<file path="config.mk">
export PLATFORM = sky130hd
export DESIGN_NAME = rational_arithmetic_unit
export DESIGN_NICKNAME = d
export VERILOG_FILES = /design/src/hw/rtl/rau_pkg.sv /design/src/hw/rtl/rational_arithmetic_unit.sv /design/src/hw/rtl/rau_divider.sv /design/src/hw/rtl/rau_multiplier.sv
export SDC_FILE = /design/constraint.sdc
export NUM_CORES = 2
export LEC_CHECK = 0
export BUFFER_PORTS_ARGS = -buffer_cell sky130_fd_sc_hd__buf_2
export CORE_MARGIN = 2
export CORE_UTILIZATION = 40
export DETAILED_ROUTE_END_ITERATION = 7
export PLACE_DENSITY = 0.66
export SYNTH_ARGS = -nofsm -noshare
export SYNTH_HDL_FRONTEND = slang
export SYNTH_HIERARCHICAL = 1
export SYNTH_SLANG_ARGS = --single-unit
</file>
<file path="constraint.sdc">
create_clock -name clk -period 25.7 [get_ports clk]
set_input_delay 5.14 -clock clk [delete_from_list [all_inputs] [get_ports clk]]
set_output_delay 5.14 -clock clk [all_outputs]
set_load 0.02 [all_outputs]
</file>
<file path="src/hw/rtl/rau_pkg.sv">
// Shared types, codes and constants of the rational arithmetic unit.
`default_nettype none
package rau_pkg;

  localparam int unsigned ValueWidthDef = 32;

  typedef enum logic [2:0] {
    OP_ADD = 3'd0,
    OP_SUB = 3'd1,
    OP_MUL = 3'd2,
    OP_DIV = 3'd3,
    OP_CMP = 3'd4
  } op_t;

  typedef enum logic [1:0] {
    ST_OK       = 2'd0,
    ST_ZERO_DEN = 2'd1,
    ST_OVERFLOW = 2'd2
  } status_t;

  typedef struct packed {
    logic [2:0]         req_type;
    logic signed [31:0] a_num;
    logic signed [31:0] a_den;
    logic signed [31:0] b_num;
    logic signed [31:0] b_den;
  } in_item_t;

  typedef struct packed {
    logic signed [31:0] res_num;
    logic [30:0]        res_den;
    logic               less_than;
    logic               equal;
    logic [1:0]         status;
  } out_item_t;

  // Sequencer states.
  typedef enum logic [3:0] {
    S_IDLE,
    S_MUL,
    S_COMBINE,
    S_GCD_START,
    S_GCD,
    S_DIV_NUM,
    S_DIV_DEN,
    S_CHECK,
    S_OUT
  } state_t;

  // Command to the shared multiplier.
  typedef struct packed {
    logic       start;
    logic [1:0] sel;
  } mul_cmd_t;

endpackage
`default_nettype wire

</file>
<file path="src/hw/rtl/rational_arithmetic_unit.sv">
// Top level: rational arithmetic with GCD reduction under a small sequencer.
//
//  channel | direction | handshake        | payload
//  in_     | input     | in_valid/in_stall  | in_item_t
//  out_    | output    | out_valid/out_stall | out_item_t
//
// Compare and flagged items, and items whose numerator is zero, skip the GCD and the
// divisions. Every other item runs four cross products through one multiplier, then a
// GCD by Euclid steps on a shared restoring divider, then both final divisions on it.
// There is at least one Euclid step and at most about 3*VW. Reset is synchronous and
// clears the sequencer. in_stall is high while an item is at work. A finished item
// holds until the output register is free.
`default_nettype none
module rational_arithmetic_unit import rau_pkg::*; #(
  parameter int unsigned VALUE_WIDTH = ValueWidthDef
) (
  input  wire logic      clk,
  input  wire logic      rst_n,
  input  wire logic      in_valid,
  output logic           in_stall,
  input  wire in_item_t  in_item,
  output logic           out_valid,
  input  wire logic      out_stall,
  output out_item_t      out_item
);

  localparam int unsigned VW = VALUE_WIDTH;
  localparam int unsigned DW = 2 * VW;

  state_t state_r, state_nxt;

  // Normalized operands: sign and magnitude.
  logic [VW-1:0] an_r, ad_r, bn_r, bd_r;
  logic          an_neg_r, bn_neg_r;
  op_t           op_r;
  logic [1:0]    msel_r;
  logic [1:0]    mcnt_r;
  logic [DW-1:0] p0_r, p1_r, p2_r; // an*bd, bn*ad, an*bn; ad*bd comes off the multiplier
  logic [DW-1:0] num_r, den_r, ga_r, gb_r;
  logic          num_neg_r;
  out_item_t     res_r;
  out_item_t     out_r;
  logic          out_valid_r;

  logic [VW-1:0] ma, mb;
  logic [DW-1:0] product;
  logic          div_start;
  logic [DW-1:0] div_dvd, div_dsr, div_q, div_r;
  logic          div_busy;

  logic [DW-1:0] lim;
  logic          acc_in, div_done, out_load;
  logic [DW-1:0] t2m;
  logic          t1n, t2n;
  logic          cmp_lt, cmp_eq;
  logic [DW-1:0] sum_mag, cmb_num, cmb_den;
  logic          sum_neg, cmb_neg;
  logic [VW-1:0] v_an, v_ad, v_bn, v_bd;
  logic          zd, badop, early_out;

  function automatic logic [VW-1:0] mag_of(input logic [31:0] raw);
    logic [VW-1:0] v;
    v = raw[VW-1:0];
    return v[VW-1] ? (~v + 1'b1) : v;
  endfunction

  rau_multiplier #(.VW(VW)) u_mul (
    .clk(clk), .op_a(ma), .op_b(mb), .product(product)
  );

  rau_divider #(.W(DW)) u_div (
    .clk(clk), .rst_n(rst_n), .start(div_start), .dividend(div_dvd),
    .divisor(div_dsr), .busy(div_busy), .quotient(div_q), .remainder(div_r)
  );

  always_comb begin
    unique case (msel_r)
      2'd0:    begin ma = an_r; mb = bd_r; end
      2'd1:    begin ma = bn_r; mb = ad_r; end
      2'd2:    begin ma = an_r; mb = bn_r; end
      default: begin ma = ad_r; mb = bd_r; end
    endcase
  end

  assign v_an      = in_item.a_num[VW-1:0];
  assign v_ad      = in_item.a_den[VW-1:0];
  assign v_bn      = in_item.b_num[VW-1:0];
  assign v_bd      = in_item.b_den[VW-1:0];
  assign badop     = in_item.req_type > OP_CMP;
  assign zd        = (v_ad == '0) || (v_bd == '0);
  assign early_out = badop || zd || (in_item.req_type == OP_DIV && v_bn == '0);

  assign lim      = DW'(1) << (VW - 1);
  assign acc_in   = in_valid && !in_stall;
  assign in_stall = (state_r != S_IDLE);
  assign div_done = !div_busy;
  assign out_load = (state_r == S_OUT) && (!out_valid_r || !out_stall);
  assign t1n      = an_neg_r;
  assign t2n      = bn_neg_r ^ (op_r == OP_SUB);
  assign t2m      = p1_r;

  always_comb begin
    // Sign-magnitude compare of an*bd against bn*ad.
    if (an_neg_r != bn_neg_r) begin
      cmp_lt = an_neg_r;
      cmp_eq = 1'b0;
    end else begin
      cmp_eq = (p0_r == p1_r);
      cmp_lt = an_neg_r ? (p0_r > p1_r) : (p0_r < p1_r);
    end
    // Signed sum of an*bd and the second term.
    if (t1n == t2n) begin
      sum_mag = p0_r + t2m;
      sum_neg = t1n;
    end else if (p0_r >= t2m) begin
      sum_mag = p0_r - t2m;
      sum_neg = t1n;
    end else begin
      sum_mag = t2m - p0_r;
      sum_neg = t2n;
    end
    unique case (op_r)
      OP_ADD, OP_SUB: begin
        cmb_num = sum_mag;
        cmb_neg = sum_neg;
        cmb_den = product;
      end
      OP_MUL: begin
        cmb_num = p2_r;
        cmb_neg = an_neg_r ^ bn_neg_r;
        cmb_den = product;
      end
      default: begin
        // Divide: den is bn*ad; the sign of b_num goes into the result sign.
        cmb_num = p0_r;
        cmb_neg = an_neg_r ^ bn_neg_r;
        cmb_den = p1_r;
      end
    endcase

    state_nxt = state_r;
    div_start = 1'b0;
    div_dvd   = ga_r;
    div_dsr   = gb_r;
    unique case (state_r)
      S_IDLE:    if (acc_in) state_nxt = early_out ? S_OUT : S_MUL;
      S_MUL:     if (mcnt_r == 2'd3) state_nxt = S_COMBINE;
      S_COMBINE: state_nxt = (op_r == OP_CMP || cmb_num == '0) ? S_OUT : S_GCD_START;
      S_GCD_START: begin
        if (gb_r == '0) state_nxt = S_DIV_NUM;
        else begin
          div_start = 1'b1;
          state_nxt = S_GCD;
        end
      end
      S_GCD: if (div_done) state_nxt = S_GCD_START;
      S_DIV_NUM: begin
        div_dvd   = num_r;
        div_dsr   = ga_r;
        div_start = 1'b1;
        state_nxt = S_DIV_DEN;
      end
      S_DIV_DEN: if (div_done) begin
        div_dvd   = den_r;
        div_dsr   = ga_r;
        div_start = 1'b1;
        state_nxt = S_CHECK;
      end
      S_CHECK: if (div_done) state_nxt = S_OUT;
      S_OUT: if (out_load) state_nxt = S_IDLE;
      default: state_nxt = S_IDLE;
    endcase
  end

  always_ff @(posedge clk) begin
    if (!rst_n) begin
      state_r     <= S_IDLE;
      out_valid_r <= 1'b0;
      mcnt_r      <= '0;
      msel_r      <= '0;
    end else begin
      state_r <= state_nxt;
      if (out_load) out_valid_r <= 1'b1;
      else if (!out_stall) out_valid_r <= 1'b0;
      if (out_load) out_r <= res_r;
      unique case (state_r)
        S_IDLE: if (acc_in) begin
          an_r <= mag_of(in_item.a_num);
          ad_r <= mag_of(in_item.a_den);
          bn_r <= mag_of(in_item.b_num);
          bd_r <= mag_of(in_item.b_den);
          an_neg_r <= (v_an[VW-1] ^ v_ad[VW-1]) && (v_an != '0);
          bn_neg_r <= (v_bn[VW-1] ^ v_bd[VW-1]) && (v_bn != '0);
          op_r <= op_t'(in_item.req_type);
          res_r <= '{res_num: 32'sd0, res_den: 31'd1, less_than: 1'b0, equal: 1'b0,
                     status: (early_out && !badop) ? ST_ZERO_DEN : ST_OK};
          msel_r <= 2'd0;
          mcnt_r <= 2'd0;
        end
        S_MUL: begin
          // The product is registered, so it follows its select in the next cycle.
          msel_r <= msel_r + 2'd1;
          mcnt_r <= mcnt_r + 2'd1;
          if (mcnt_r == 2'd1) p0_r <= product;
          if (mcnt_r == 2'd2) p1_r <= product;
          if (mcnt_r == 2'd3) p2_r <= product;
        end
        S_COMBINE: begin
          num_r     <= cmb_num;
          num_neg_r <= cmb_neg;
          den_r     <= cmb_den;
          ga_r      <= cmb_num;
          gb_r      <= cmb_den;
          if (op_r == OP_CMP) begin
            res_r.less_than <= cmp_lt;
            res_r.equal     <= cmp_eq;
          end
        end
        S_GCD: if (div_done) begin
          ga_r <= gb_r;
          gb_r <= div_r;
        end
        S_DIV_DEN: if (div_done) num_r <= div_q;
        S_CHECK: if (div_done) begin
          if (div_q > lim - 1'b1 || num_r > (num_neg_r ? lim : lim - 1'b1))
            res_r.status <= ST_OVERFLOW;
          else begin
            res_r.res_num <= 32'(signed'(num_neg_r ? -num_r[VW-1:0] : num_r[VW-1:0]));
            res_r.res_den <= 31'(div_q);
          end
        end
        default: ;
      endcase
    end
  end

  assign out_valid = out_valid_r;
  assign out_item  = out_r;

endmodule
`default_nettype wire

</file>
<file path="src/hw/rtl/rau_divider.sv">
// Shared restoring divider: one quotient bit per cycle, gives quotient and remainder.
`default_nettype none
module rau_divider import rau_pkg::*; #(
  parameter int unsigned W = 2 * ValueWidthDef
) (
  input  wire logic         clk,
  input  wire logic         rst_n,
  input  wire logic         start,
  input  wire logic [W-1:0] dividend,
  input  wire logic [W-1:0] divisor,
  output logic              busy,
  output logic [W-1:0]      quotient,
  output logic [W-1:0]      remainder
);

  localparam int unsigned CW = $clog2(W + 1);

  logic [W-1:0]  quo_r, quo_nxt;
  logic [W-1:0]  rem_r, rem_nxt;
  logic [W-1:0]  dsr_r, dsr_nxt;
  logic [CW-1:0] cnt_r, cnt_nxt;
  logic          busy_r, busy_nxt;
  logic [W:0]    trial;
  logic [W:0]    shifted;

  always_comb begin
    quo_nxt  = quo_r;
    rem_nxt  = rem_r;
    dsr_nxt  = dsr_r;
    cnt_nxt  = cnt_r;
    busy_nxt = busy_r;
    shifted  = {rem_r, quo_r[W-1]};
    trial    = shifted - {1'b0, dsr_r};
    if (start) begin
      quo_nxt  = dividend;
      rem_nxt  = '0;
      dsr_nxt  = divisor;
      cnt_nxt  = CW'(W);
      busy_nxt = 1'b1;
    end else if (busy_r) begin
      // Shift one dividend bit in, subtract when it fits.
      if (!trial[W]) begin
        rem_nxt = trial[W-1:0];
        quo_nxt = {quo_r[W-2:0], 1'b1};
      end else begin
        rem_nxt = shifted[W-1:0];
        quo_nxt = {quo_r[W-2:0], 1'b0};
      end
      cnt_nxt = cnt_r - 1'b1;
      if (cnt_r == CW'(1)) busy_nxt = 1'b0;
    end
  end

  always_ff @(posedge clk) begin
    if (!rst_n) begin
      busy_r <= 1'b0;
      cnt_r  <= '0;
    end else begin
      busy_r <= busy_nxt;
      cnt_r  <= cnt_nxt;
    end
    quo_r <= quo_nxt;
    rem_r <= rem_nxt;
    dsr_r <= dsr_nxt;
  end

  assign busy      = busy_r;
  assign quotient  = quo_r;
  assign remainder = rem_r;

endmodule
`default_nettype wire

</file>
<file path="src/hw/rtl/rau_multiplier.sv">
// Shared magnitude multiplier, one product per cycle, result registered.
`default_nettype none
module rau_multiplier import rau_pkg::*; #(
  parameter int unsigned VW = ValueWidthDef
) (
  input  wire logic            clk,
  input  wire logic [VW-1:0]   op_a,
  input  wire logic [VW-1:0]   op_b,
  output logic [2*VW-1:0]      product
);

  logic [2*VW-1:0] prod_r;

  always_ff @(posedge clk) begin
    prod_r <= op_a * op_b;
  end

  assign product = prod_r;

endmodule
`default_nettype wire
</file>
==> results.txt <==
The total of buffers placed on input and output ports came out at 203. For the pin with the worst max-slew slack, the measured transition is 1.30 ns. The final critical-path share of the clock period is 0.414. After floorplanning, the core was sized to cover 230000 sq um. The number of routed nets with antenna violations is 0. The H-tree depth is 3.

The worst hold path begins at res_r[43]. For this run, the slowest stage of the critical path takes 0.74 ns. Summed over all instances, the cell type with the most area after synthesis is sky130_fd_sc_hd__edfxtp_1. The number of violations reported at the end of detailed-routing iteration 0 is 7904. The routed length per placed instance is 24.7 um. The die is 484 um wide. The endpoint identified for the worst register-to-register timing path is u_mul/product[63]. The weighted congestion reported at the end of routability-driven placement came out at 1.01.

The post-CTS resize count came out at 0. The flow ran to the end, and the final reports show no timing, DRC or antenna violations. The post-synthesis instance area came out at 92300 sq um. The count of final max-slew check failures came to 0. The critical path is of the reg -> reg type. The total CTS buffers is 104. STA classifies the critical path startpoint as a register. The worst reg-to-reg path cell count is 31.

In this run, post-CTS hold repair placed 0 buffers. The share of layout cells above drive strength 1 came out at 0.0852. The post-CTS setup repair buffer count came out at 0. The sequential cell area fraction in the yosys report is 0.306.

The clock drives 989 sinks. The full die area came out at 235000 sq um. The final number of setup-violating endpoints came out at 0. The number of global-route vias before repair is 75.1k. The net count of the mapped netlist came out at 11.3k.

The largest fanout of any net on the critical path came out at 39. After synthesis, the cell types taking the most area are sky130_fd_sc_hd__edfxtp_1 (27%), sky130_fd_sc_hd__fa_1 (20%), sky130_fd_sc_hd__ha_1 (7.6%). The slowest stage of the critical path is the sky130_fd_sc_hd__ha_2 cell.

In this design, the critical path's most frequently occurring cell is sky130_fd_sc_hd__fa_1. The area overhead of the layout relative to synthesis is 8.43%. The die is 484 um tall.

The share of synthesized registers carrying an async set or reset came out at 0. Tracing the worst setup path back leads to its startpoint at msel_r[0]. The number of cell rows is 176.

The final hold violation count is 0. The maximum buffer depth of the clock tree came out at 3. The starting density of the core came out at 0.402. The pre-antenna-repair detailed-routing pass consisted of 7 iterations.

The final routed DRC violation total came out at 0. The final route contains 74.2k vias. The timing-limited maximum frequency came out at 94.0 MHz. The I/O pin total came out at 204. Clock-pin slew was measured on the worst setup and hold paths at 0.06 ns. The aggregate global-route resource usage came out at 0.262.

In the synthesized netlist the dominant register cell turns out to be sky130_fd_sc_hd__edfxtp_1. The largest net degree at the start of global routing is 134. The number of max-cap violations came out at 0. The worst setup slack for register-to-register paths came out at 15.06 ns. The number of instances in the synthesized netlist is 9693. Setup repair after global routing left no endpoint under its margin.

The worst hold path was traced through 0 stages. The final setup TNS is 0 ns. The number of antenna violations at the first check in global routing was 12. The clock period minus worst slack came out at 10.64 ns.

For hold timing, the worst endpoint is out_item[43]. The share of synthesized area in the top cell type comes to 0.275. The overall overflow remaining after global route came out at 0. STA puts the critical path data required time at 26.35 ns. The mean post-synth cell area is 9.52 sq um. The net total in the final layout came out at 11.2k. The sum of routed wire length over all layers is 315000 um.

The first global-routing pass estimated 469000 um of wire. The count of distinct cell types in the synthesized netlist came out at 113. The post-detailed-placement half-perimeter wirelength came out at 239000 um. Yosys printed 6 warnings. The later-pin clock latency in the skew report came out at 0.79 ns. STA puts the critical path data arrival time at 11.29 ns. The CTS tree is yes. The type of element capturing the critical path is a register. The worst reg2reg path startpoint is msel_r[0].

The register bit count reported by yosys is 989. The number of synthesized flops with an enable pin came out at 844. For the final database, setup skew stands at 0.0644 ns. The cell sitting at the root of the clock tree is a sky130_fd_sc_hd__clkbuf_16. The max-slew headroom at the worst pin came out at 0.123. In this run the worst hold path is classified as reg -> reg. Using the TritonRoute via totals, the vias-per-cell ratio works out to 5.82.
cell type report:
type / instances / area (sq um)
Antenna cell: 4 / 10.0
Clock buffer: 136 / 2880
Clock inverter: 59 / 642
Fill cell: 21955 / 130000
Inverter: 1244 / 4670
Multi-Input combinational cell: 6923 / 57600
Sequential cell: 989 / 28300
Tap cell: 3026 / 3790
Timing Repair Buffer: 357 / 2180
flip-flops by register name, summed over array words and instances (netlist names), 64 cells and up:
register and count:
u_div/dsr_r 64, u_div/remainder 64, res_r 67, p0_r 64, gb_r 64, ga_r 64
u_mul/product 64, num_r 64, p1_r 64, p2_r 64, out_item 67, u_div/quotient 64
den_r 64
cell usage after synthesis, types with 54 or more instances:
cell,count
sky130_fd_sc_hd__inv_1,1241
sky130_fd_sc_hd__nand2_1,932
sky130_fd_sc_hd__fa_1,900
sky130_fd_sc_hd__edfxtp_1,844
sky130_fd_sc_hd__nor2_1,744
sky130_fd_sc_hd__a21oi_1,625
sky130_fd_sc_hd__and2_1,608
sky130_fd_sc_hd__ha_1,563
sky130_fd_sc_hd__clkbuf_1,459
sky130_fd_sc_hd__o21ai_0,408
sky130_fd_sc_hd__xnor2_1,249
sky130_fd_sc_hd__dfxtp_1,145
sky130_fd_sc_hd__mux2_2,133
sky130_fd_sc_hd__nor3_1,132
sky130_fd_sc_hd__a21o_1,114
sky130_fd_sc_hd__nand4_1,105
sky130_fd_sc_hd__o31ai_1,104
sky130_fd_sc_hd__a211oi_1,93
sky130_fd_sc_hd__nand3_1,86
sky130_fd_sc_hd__mux2i_1,85
sky130_fd_sc_hd__nor4_1,83
sky130_fd_sc_hd__a22oi_1,79
sky130_fd_sc_hd__xor2_1,75
sky130_fd_sc_hd__a222oi_1,66
sky130_fd_sc_hd__a31oi_1,54
sky130_fd_sc_hd__o21bai_1,54
cell usage in the layout, fill, tap and decap left out, types with 203 or more instances in the layout:
cell type,synthesis,routed
sky130_fd_sc_hd__a21oi_1,625,593
sky130_fd_sc_hd__nor2_1,744,737
sky130_fd_sc_hd__buf_2,42,203
sky130_fd_sc_hd__fa_1,900,900
sky130_fd_sc_hd__xnor2_1,249,248
sky130_fd_sc_hd__o21ai_0,408,375
sky130_fd_sc_hd__inv_1,1241,1241
sky130_fd_sc_hd__ha_1,563,560
sky130_fd_sc_hd__nand2_1,932,929
sky130_fd_sc_hd__edfxtp_1,844,844
sky130_fd_sc_hd__and2_1,608,608
worst max-delay path, delay by kind of cell (launching register included):
| family | cells | cell delay [ns] |
|---|---|---|
| AO/OA/AOI/OAI | 10 | 2.85 |
| adder cells (fa/ha/maj) | 10 | 5.13 |
| buffers and inverters | 8 | 1.79 |
| XOR/XNOR | 1 | 0.15 |
| flip-flops | 1 | 0.35 |
| AND/OR/NAND/NOR | 2 | 0.24 |
per-stage QoR:
step / hold slack (ns) / std cells / util / setup WS [ns] / cell area [sq um]
final: 0.418 / 12738 / 0.436 / 15.06 / 100000
after global routing: 0.426 / 12735 / 0.436 / 14.53 / 100000
after CTS: 0.419 / 12734 / 0.436 / 15.20 / 100000
after detailed placement: 0.405 / 12539 / 0.420 / 15.24 / 96500
after global placement: 0.401 / 12539 / 0.420 / 15.42 / 96500
after floorplan: 0.400 / 9693 / - / 14.18 / 92300
routing by layer:
metal | wire [um] | GRT usage | up-vias | share of wire
met1 | 128000 | 0.348 | 37008 | 0.41
met3 | 29500 | 0.0513 | 697 | 0.094
li1 | - | - | 32724 | -
met4 | 14300 | 0.109 | 6 | 0.046
met5 | 54 | 0 | - | 0.00017
met2 | 143000 | 0.418 | 3756 | 0.45
cells by family after synthesis:
group / Yosys count / synth area share
AOI/OAI and AO/OA: 1946 / 0.137
xor gates and xnor gates: 325 / 0.0310
adders and majority gates: 1463 / 0.272
buffers and inverters: 1781 / 0.0742
DFF: 989 / 0.306
muxes: 219 / 0.0256
and+or+nand+nor: 2970 / 0.155
worst max path at each step:
stage                              endpoint  slack [ns]  cells past startpoint
after floorplan                     ad_r[0]       14.18                      2
after global placement    u_mul/product[63]       15.42                     31
after detailed placement  u_mul/product[63]       15.24                     31
after CTS                 u_mul/product[63]       15.20                     31
after global routing      u_mul/product[63]       14.53                     31
final                     u_mul/product[63]       15.06                     31
Power is left out: the tool's default activity adds up to more than one toggle a clock period on the data nets, which glitch-free logic cannot reach.
